### src/hdl/isne_pkg.sv
// ----------------------------------------------------------------------------
// isne_pkg: shared types and constants of the stream node evaluator
// Operation codes, compare codes, register indexes and divider sizes.
// ----------------------------------------------------------------------------
package isne_pkg;

   localparam int DataBits     = 32;
   localparam int PercentFull  = 100;

   // Knee division: a 40-bit numerator over a 33-bit span. The quotient is
   // always below 100, so seven quotient bits are enough.
   localparam int DivNumBits   = 40;
   localparam int DivDenBits   = 33;
   localparam int KneeQuotBits = 7;
   localparam int KneeCntBits  = $clog2(KneeQuotBits);

   // Operation codes held in op_mode.
   localparam logic [3:0] MODE_PASS    = 4'd0;
   localparam logic [3:0] MODE_EMIT    = 4'd1;
   localparam logic [3:0] MODE_MUL     = 4'd2;
   localparam logic [3:0] MODE_ADD     = 4'd3;
   localparam logic [3:0] MODE_SUB     = 4'd4;
   localparam logic [3:0] MODE_NEG     = 4'd5;
   localparam logic [3:0] MODE_GATE_GT = 4'd6;
   localparam logic [3:0] MODE_GATE_LT = 4'd7;
   localparam logic [3:0] MODE_GATE_EQ = 4'd8;
   localparam logic [3:0] MODE_GATE_GE = 4'd9;
   localparam logic [3:0] MODE_GATE_LE = 4'd10;
   localparam logic [3:0] MODE_KNEE    = 4'd11;
   localparam logic [3:0] MODE_DELTA   = 4'd12;
   localparam logic [3:0] MODE_SUST    = 4'd13;
   localparam logic [3:0] MODE_SUM     = 4'd14;

   // Compare codes held in compare_kind.
   localparam logic [2:0] CMP_GT = 3'd0;
   localparam logic [2:0] CMP_LT = 3'd1;
   localparam logic [2:0] CMP_EQ = 3'd2;
   localparam logic [2:0] CMP_GE = 3'd3;
   localparam logic [2:0] CMP_LE = 3'd4;

   // Configuration register indexes.
   localparam logic [1:0] REG_OP_MODE      = 2'd0;
   localparam logic [1:0] REG_OPERAND_A    = 2'd1;
   localparam logic [1:0] REG_OPERAND_B    = 2'd2;
   localparam logic [1:0] REG_COMPARE_KIND = 2'd3;

   // Status of the shared divider as seen by the sequencer.
   typedef struct packed {
      logic busy;
      logic done;
   } div_stat_type;

endpackage

### src/hdl/isne_div.sv
// ----------------------------------------------------------------------------
// isne_div: iterative restoring divider
// One compare and subtract per cycle, one quotient bit per step.
// ----------------------------------------------------------------------------
module isne_div (
   input  logic                                 clock,
   input  logic                                 reset,
   input  logic                                 start,
   input  logic [isne_pkg::DivNumBits-1:0]      num,
   input  logic [isne_pkg::DivDenBits-1:0]      den,
   output isne_pkg::div_stat_type               stat,
   output logic [isne_pkg::KneeQuotBits-1:0]    quot
);

   logic                                busy_ff, busy_in;
   logic                                done_ff, done_in;
   logic [isne_pkg::KneeCntBits-1:0]    cnt_ff, cnt_in;
   logic [isne_pkg::DivNumBits-1:0]     rem_ff, rem_in;
   logic [isne_pkg::DivNumBits-1:0]     dvs_ff, dvs_in;
   logic [isne_pkg::KneeQuotBits-1:0]   quot_ff, quot_in;
   logic                                fits;

   assign fits = rem_ff >= dvs_ff;

   always_comb begin
      busy_in = busy_ff;
      done_in = 1'b0;
      cnt_in  = cnt_ff;
      rem_in  = rem_ff;
      dvs_in  = dvs_ff;
      quot_in = quot_ff;
      if (start) begin
         busy_in = 1'b1;
         cnt_in  = isne_pkg::KneeCntBits'(isne_pkg::KneeQuotBits - 1);
         rem_in  = num;
         // Divisor starts aligned with the top quotient bit.
         dvs_in  = isne_pkg::DivNumBits'(den) << (isne_pkg::KneeQuotBits - 1);
         quot_in = '0;
      end else if (busy_ff) begin
         if (fits) begin
            rem_in = rem_ff - dvs_ff;
         end
         quot_in = {quot_ff[isne_pkg::KneeQuotBits-2:0], fits};
         dvs_in  = dvs_ff >> 1;
         cnt_in  = cnt_ff - 1'b1;
         if (cnt_ff == '0) begin
            busy_in = 1'b0;
            done_in = 1'b1;
         end
      end
   end

   always_ff @(posedge clock) begin
      if (reset) begin
         busy_ff <= 1'b0;
         done_ff <= 1'b0;
         cnt_ff  <= '0;
      end else begin
         busy_ff <= busy_in;
         done_ff <= done_in;
         cnt_ff  <= cnt_in;
      end
   end

   always_ff @(posedge clock) begin
      rem_ff  <= rem_in;
      dvs_ff  <= dvs_in;
      quot_ff <= quot_in;
   end

   assign stat.busy = busy_ff;
   assign stat.done = done_ff;
   assign quot      = quot_ff;

endmodule

### src/hdl/int32_stream_node_evaluator.sv
// ----------------------------------------------------------------------------
// int32_stream_node_evaluator: configurable per-word operation on a stream
// Each word is captured, computed in ST_CALC and, for a dividing knee word, run
// through the seven shared divider steps in ST_DIV, then moved from ST_DONE into
// the output register. Words are taken one at a time: the next only after the
// last result is loaded, which a stalled result register holds back in ST_DONE.
// Reset is synchronous and clears the configuration, the delta, hold and sum
// state, and the result valid flag.
// ----------------------------------------------------------------------------
module int32_stream_node_evaluator (
   input  logic        clock,
   input  logic        reset,
   // input words
   input  logic        req_valid,
   output logic        req_ready,
   input  logic [31:0] req_sample,
   // result words
   output logic        rsp_valid,
   input  logic        rsp_ready,
   output logic [31:0] rsp_value,
   // configuration writes
   input  logic        csr_valid,
   output logic        csr_ready,
   input  logic [1:0]  csr_index,
   input  logic [31:0] csr_data
);

   // The sequencer walks each word through a compute state, an optional
   // division, and a final state that waits for the result register to drain.
   typedef enum logic [3:0] {
      ST_IDLE = 4'b0001,
      ST_CALC = 4'b0010,
      ST_DIV  = 4'b0100,
      ST_DONE = 4'b1000
   } state_type;

   state_type   state_ff, state_in;

   // Configuration registers.
   logic [3:0]  mode_ff;
   logic [31:0] opa_ff;
   logic [31:0] opb_ff;
   logic [2:0]  kind_ff;

   // Captured word and the computed result waiting for the output register.
   logic [31:0] sample_ff, sample_in;
   logic [31:0] res_ff, res_in;

   // State that lives across words.
   logic [31:0] prev_ff, prev_in;
   logic        prev_vld_ff, prev_vld_in;
   logic [31:0] hold_ff, hold_in;
   logic [31:0] total_ff, total_in;

   // Output register.
   logic        rsp_valid_ff, rsp_valid_in;
   logic [31:0] rsp_value_ff, rsp_value_in;

   // Shared divider.
   logic                                div_start;
   logic [isne_pkg::DivNumBits-1:0]     div_num;
   logic [isne_pkg::DivDenBits-1:0]     div_den;
   isne_pkg::div_stat_type              div_stat;
   logic [isne_pkg::KneeQuotBits-1:0]   div_quot;

   // Datapath helpers for the compute cycle.
   logic signed [31:0]                  s_sgn, a_sgn;
   logic [31:0]                         product;
   logic [isne_pkg::DivDenBits-1:0]     span_low;
   logic [isne_pkg::DivNumBits-1:0]     span_ext;
   logic                                sust_hit;
   logic [31:0]                         hold_next;
   logic                                hold_pass;
   logic                                out_free;

   function automatic logic cmp_by_kind(input logic [2:0] kind,
                                        input logic signed [31:0] v,
                                        input logic signed [31:0] t);
      logic r;
      unique case (kind)
         isne_pkg::CMP_LT: r = v < t;
         isne_pkg::CMP_EQ: r = v == t;
         isne_pkg::CMP_GE: r = v >= t;
         isne_pkg::CMP_LE: r = v <= t;
         default:          r = v > t;   // unused codes behave as greater-than
      endcase
      return r;
   endfunction

   isne_div u_div (
      .clock (clock),
      .reset (reset),
      .start (div_start),
      .num   (div_num),
      .den   (div_den),
      .stat  (div_stat),
      .quot  (div_quot)
   );

   assign req_ready = state_ff == ST_IDLE;
   assign csr_ready = 1'b1;
   assign out_free  = !rsp_valid_ff || rsp_ready;

   assign s_sgn   = sample_ff;
   assign a_sgn   = opa_ff;
   assign product = sample_ff * opa_ff;

   // Knee: the distance above the low bound times 100, built from shifts
   // (64 + 32 + 4), over the span between the bounds. Both are positive
   // whenever the division is actually started.
   assign span_low = {sample_ff[31], sample_ff} - {opa_ff[31], opa_ff};
   assign span_ext = isne_pkg::DivNumBits'(span_low);
   assign div_num  = (span_ext << 6) + (span_ext << 5) + (span_ext << 2);
   assign div_den  = {opb_ff[31], opb_ff} - {opa_ff[31], opa_ff};

   // Sustained: the counter saturates at all ones and the pass test compares
   // the updated count, as unsigned, against the signed required count.
   assign sust_hit  = cmp_by_kind(kind_ff, s_sgn, a_sgn);
   assign hold_next = sust_hit ? ((hold_ff == '1) ? hold_ff : hold_ff + 1'b1) : '0;
   assign hold_pass = $signed({1'b0, hold_next}) >= $signed({opb_ff[31], opb_ff});

   always_comb begin
      state_in     = state_ff;
      sample_in    = sample_ff;
      res_in       = res_ff;
      prev_in      = prev_ff;
      prev_vld_in  = prev_vld_ff;
      hold_in      = hold_ff;
      total_in     = total_ff;
      rsp_valid_in = rsp_valid_ff && !rsp_ready;
      rsp_value_in = rsp_value_ff;
      div_start    = 1'b0;

      unique case (state_ff)
         ST_IDLE: begin
            if (req_valid) begin
               sample_in = req_sample;
               state_in  = ST_CALC;
            end
         end
         ST_CALC: begin
            state_in = ST_DONE;
            unique case (mode_ff)
               isne_pkg::MODE_PASS:    res_in = sample_ff;
               isne_pkg::MODE_EMIT:    res_in = opa_ff;
               isne_pkg::MODE_MUL:     res_in = product;
               isne_pkg::MODE_ADD:     res_in = sample_ff + opa_ff;
               isne_pkg::MODE_SUB:     res_in = sample_ff - opa_ff;
               isne_pkg::MODE_NEG:     res_in = 32'd0 - sample_ff;
               isne_pkg::MODE_GATE_GT: res_in = (s_sgn >  a_sgn) ? sample_ff : '0;
               isne_pkg::MODE_GATE_LT: res_in = (s_sgn <  a_sgn) ? sample_ff : '0;
               isne_pkg::MODE_GATE_EQ: res_in = (s_sgn == a_sgn) ? sample_ff : '0;
               isne_pkg::MODE_GATE_GE: res_in = (s_sgn >= a_sgn) ? sample_ff : '0;
               isne_pkg::MODE_GATE_LE: res_in = (s_sgn <= a_sgn) ? sample_ff : '0;
               isne_pkg::MODE_KNEE: begin
                  if (s_sgn <= a_sgn) begin
                     res_in = '0;
                  end else if (s_sgn >= $signed(opb_ff)) begin
                     // Also covers a low bound at or above the high bound.
                     res_in = 32'(isne_pkg::PercentFull);
                  end else begin
                     div_start = 1'b1;
                     state_in  = ST_DIV;
                  end
               end
               isne_pkg::MODE_DELTA: begin
                  res_in      = prev_vld_ff ? sample_ff - prev_ff : '0;
                  prev_in     = sample_ff;
                  prev_vld_in = 1'b1;
               end
               isne_pkg::MODE_SUST: begin
                  hold_in = hold_next;
                  res_in  = hold_pass ? sample_ff : '0;
               end
               isne_pkg::MODE_SUM: begin
                  total_in = total_ff + sample_ff;
                  res_in   = total_ff + sample_ff;
               end
               default: res_in = '0;   // unused mode: zero, no state change
            endcase
         end
         ST_DIV: begin
            if (div_stat.done) begin
               res_in   = 32'(div_quot);
               state_in = ST_DONE;
            end
         end
         ST_DONE: begin
            if (out_free) begin
               rsp_valid_in = 1'b1;
               rsp_value_in = res_ff;
               state_in     = ST_IDLE;
            end
         end
         default: state_in = ST_IDLE;
      endcase
   end

   always_ff @(posedge clock) begin
      if (reset) begin
         state_ff     <= ST_IDLE;
         mode_ff      <= '0;
         opa_ff       <= '0;
         opb_ff       <= '0;
         kind_ff      <= '0;
         prev_ff      <= '0;
         prev_vld_ff  <= 1'b0;
         hold_ff      <= '0;
         total_ff     <= '0;
         rsp_valid_ff <= 1'b0;
      end else begin
         state_ff     <= state_in;
         prev_ff      <= prev_in;
         prev_vld_ff  <= prev_vld_in;
         hold_ff      <= hold_in;
         total_ff     <= total_in;
         rsp_valid_ff <= rsp_valid_in;
         if (csr_valid) begin
            unique case (csr_index)
               isne_pkg::REG_OP_MODE:      mode_ff <= csr_data[3:0];
               isne_pkg::REG_OPERAND_A:    opa_ff  <= csr_data;
               isne_pkg::REG_OPERAND_B:    opb_ff  <= csr_data;
               isne_pkg::REG_COMPARE_KIND: kind_ff <= csr_data[2:0];
               default:                    mode_ff <= mode_ff;
            endcase
         end
      end
   end

   always_ff @(posedge clock) begin
      sample_ff    <= sample_in;
      res_ff       <= res_in;
      rsp_value_ff <= rsp_value_in;
   end

   assign rsp_valid = rsp_valid_ff;
   assign rsp_value = rsp_value_ff;

   // The divider only runs while the sequencer waits for it.
   a_div_in_div_state: assert property (@(posedge clock) disable iff (reset)
      (div_stat.busy || div_stat.done) |-> state_ff == ST_DIV)
      else $error("divider active outside the division state");

   // A knee quotient is a percentage below full scale.
   a_quot_range: assert property (@(posedge clock) disable iff (reset)
      div_stat.done |-> div_quot < isne_pkg::KneeQuotBits'(isne_pkg::PercentFull))
      else $error("knee quotient out of range");

   // An accepted word is always computed in the very next cycle.
   a_accept_to_calc: assert property (@(posedge clock) disable iff (reset)
      (req_valid && req_ready) |=> state_ff == ST_CALC)
      else $error("accepted word not computed next cycle");

   // A new result word only appears out of the final sequencer state.
   a_rsp_from_done: assert property (@(posedge clock) disable iff (reset)
      (rsp_valid_in && !(rsp_valid_ff && !rsp_ready)) |-> state_ff == ST_DONE)
      else $error("result loaded outside the final state");

endmodule
### config.mk
export PLATFORM = sky130hd
export DESIGN_NAME = int32_stream_node_evaluator
export DESIGN_NICKNAME = d
export VERILOG_FILES = /design/src/hdl/isne_pkg.sv /design/src/hdl/isne_div.sv /design/src/hdl/int32_stream_node_evaluator.sv
export SDC_FILE = /design/constraint.sdc
export NUM_CORES = 2
export LEC_CHECK = 0
export ABC_AREA = 1
export BUFFER_PORTS_ARGS = -buffer_cell sky130_fd_sc_hd__buf_4
export CORE_MARGIN = 3
export CORE_UTILIZATION = 40
export DETAILED_ROUTE_END_ITERATION = 16
export GPL_ROUTABILITY_DRIVEN = 0
export MAX_ROUTING_LAYER = met4
export PLACE_DENSITY = 0.6
export SLEW_MARGIN = 0
export SYNTH_ARGS = -nofsm -noshare
export SYNTH_HDL_FRONTEND = slang
export SYNTH_SLANG_ARGS = --single-unit
### constraint.sdc
create_clock -name clock -period 11.8 [get_ports clock]
set_input_delay 1.18 -clock clock [delete_from_list [all_inputs] [get_ports clock]]
set_output_delay 1.18 -clock clock [all_outputs]
set_load 0.01 [all_outputs]
==> flow_summary.ini <==
[pwr]
netSwitchingPower_mw = 3.57
power_density_nw_per_um2 = 134
leakagePower_nw = 28.2
sw_frac_of_total = 0.488
clkPwrFrac = 0.225
ir_drop_mv = 0.140
p_int_mw = 3.76
pwr-share-seq = 0.188
p_comb_frac = 0.587

[drt]
first_pass_iters = 13
vias_per_cell = 5.62
post_drt_wl_per_cell_um = 22.2
first_iter_violations = 6547
remaining_drc_errors = 0
drt-total-wl_mm = 200
num_vias = 50618
ant_nets = 0

[synthesis]
synth.avg_cell_area_um2 = 6.90
synthTopCellsByCount = 1612 x inv_1, 1516 x nand2_1, 557 x a21oi_1, 473 x nand3_1, 473 x nor2_1
synth_area_leader_cell = fa_1
synth_cell_types = 56
seq_area_frac_synth = 0.176
yosys_warnings = 0
synth-edff-count = 169
syn_area_um2 = 50600
syn_inst = 7340
synth.most_common_cell = inv_1
synth_flop_cell = dfxtp_1
yosysTopAreaCellShare = 0.176
syn_nets = 8280
async_flop_share = 0
ys_ff_latch = 360
synth_area_leaders = fa_1 18%, inv_1 12%, nand2_1 11%

[layout]
drive_gt1_frac = 0.0487
fin_nets = 8254
synthToLayoutAreaGrowth_pct = 8.38

[worst_setup_path]
path_max_fanout = 24
endpoint = res_ff[26]
slowest_stage = nor2_1
critPathTopFamily = adder cells
r2r_end = res_ff[26]
crit_arrival_ps = 8990
cp-start-kind = flop
slowest_delay_ps = 640
reg2reg_from = s_sgn[7]
reg2reg_slack_ps = 3180
path_buf_inv = 6
critPathMostFrequentCell = fa_1
worstSetupStartpoint = s_sgn[7]
r2r_cells = 28
cp.required_ps = 12170
crit_type = flop to flop
path_depth = 28
end_kind = flop

[floorplan]
rows = 129
core_um2 = 125000
die_area_um2 = 131000
initial_core_util = 0.406
fp.dieW_um = 362
die_h_um = 362
pin_count = 106

[timing]
hold_viol_final = 0
fmax_mhz = 116
maxSlewViolCount = 0
hold_ws_ps = 395
relSlewSlack = 0.195
rsz0062_at_grt = no
tns_ps = 0
finalCritPeriodShare = 0.730
fin_crit_ps = 8620
setup_violations = 0
worst_pin_slew_ps = 1200
skew_ps = 45.1

[global_routing]
antenna_found_initial = 6
grt-busiest-layer = met2
grt_max_degree = 100
globalRouteOverflowTotal = 0
grt_pass1_vias = 48642
grt_first_pass_wirelength_mm = 299
use_met2 = 0.441
met1_usage = 0.406
use_met3 = 0.0767
grtUsageTotal = 0.309

[clock_network]
path_clk_slew_ps = 70
clock_latency_ps = 660
cts_buffer_depth = 3
cts_root_buffer = clkbuf_16
post_cts_buffers = 0
cts_buffers = 51
cts_tree = yes
cts_sinks = 360
cts_hold_buf = 0
ctsResizeCount = 0
htreeDepth = 2

[status]
outcome = completed

[hold_path]
min-delay-path-class = flop to flop
hp-start = res_ff[7]

[flow_run]
maxCapViolCount = 0

[placement]
hpwl_mm = 155
portBuffers = 104
==> stage by stage <==
stage	cell area (um2)	setup slack, ps	power, mW	utilization	std cells
after floorplan	50600	4650	4.34	-	7340
after global placement	53100	3500	5.59	0.426	8898
after detailed placement	53100	3500	5.60	0.426	8898
after CTS	54800	3490	7.27	0.440	8994
after global routing	54900	2780	7.89	0.440	9000
final	54900	3180	7.33	0.440	9001
==> cell usage in the layout (no fill, tap or decap), drive strengths merged, types with 7 or more instances in the layout <==
master   netlist  routed
o211ai        32      32
clkinv         8      26
or2           26      26
nand4        107     107
o21bai        41      41
diode          0       7
o2111ai       15      15
a21o          27      27
nor2         479     479
a21oi        557     557
o22ai         34      34
nor3          94      94
xnor2         45      45
nand2       1523    1523
a211oi         7       7
o31ai         18      18
xor2         124     124
buf           78     199
nand3        473     473
nor4          32      32
fa           444     444
dfxtp        191     191
edfxtp       169     169
ha           425     425
o21ai        464     464
nand3b        11      11
o221ai        29      29
clkbuf       200      69
a31oi         28      28
a21boi        15      15
inv         1617    1618
==> power by group through the flow <==
stage / clock network [mW] / registers [mW] / logic (mW)
finish: 1.65 / 1.38 / 4.30
global route: 1.72 / 1.38 / 4.80
CTS: 1.67 / 1.37 / 4.23
detailed placement: 0 / 1.40 / 4.20
global placement: 0 / 1.40 / 4.19
floorplan: 0 / 1.40 / 2.94
==> flip-flops by register name, summed over array words and instances, names as in the netlist <==
signal         cells
opb_ff            32
rsp_valid          1
res_ff            32
a_sgn             32
hold_ff           32
u_div.dvs_ff      39
u_div.cnt_ff       3
u_div.rem_ff      40
total_ff          32
rsp_value         32
u_div.done_ff      1
state_ff           4
prev_vld_ff        1
mode_ff            4
u_div.quot         7
prev_ff           32
s_sgn             32
kind_ff            3
u_div.busy_ff      1
==> cell families after synthesis <==
group,after synthesis,share of synthesized area
and+or+nand+nor,2752,0.229
buffers and inverters,1903,0.143
AOI/OAI and AO/OA,1286,0.142
adders and majority gates,869,0.281
DFF,360,0.176
xor gates and xnor gates,169,0.0292
other,1,0.0000741
==> layer usage <==
layer / routed length [um] / vias to the layer above / part of all wire
li1: - / 23228 / -
met1: 81600 / 23807 / 0.41
met2: 81600 / 2930 / 0.41
met3: 24400 / 653 / 0.12
met4: 12700 / 0 / 0.063
met5: 0 / - / 0
==> how the worst min path moves through the flow <==
stage	slack, ps	depth (start not counted)	endpoint
finish	400	0	rsp_value[7]
global route	430	0	rsp_value[3]
CTS	420	0	rsp_value[7]
detailed placement	410	0	rsp_value[1]
global placement	420	0	rsp_value[1]
floorplan	400	0	rsp_value[0]
==> layout make-up <==
| class | instances | area [um2] |
|---|---|---|
| diodes | 7 | 17.5 |
| clock buffers | 69 | 1480 |
| clock inverters | 27 | 299 |
| fillers | 12950 | 69700 |
| inverters | 1625 | 6100 |
| multi-input cells | 5077 | 34500 |
| flip-flops and latches | 360 | 8900 |
| well taps | 1637 | 2050 |
| repair buffers | 199 | 1490 |
Note: power is estimated with default switching activity, not from simulation.
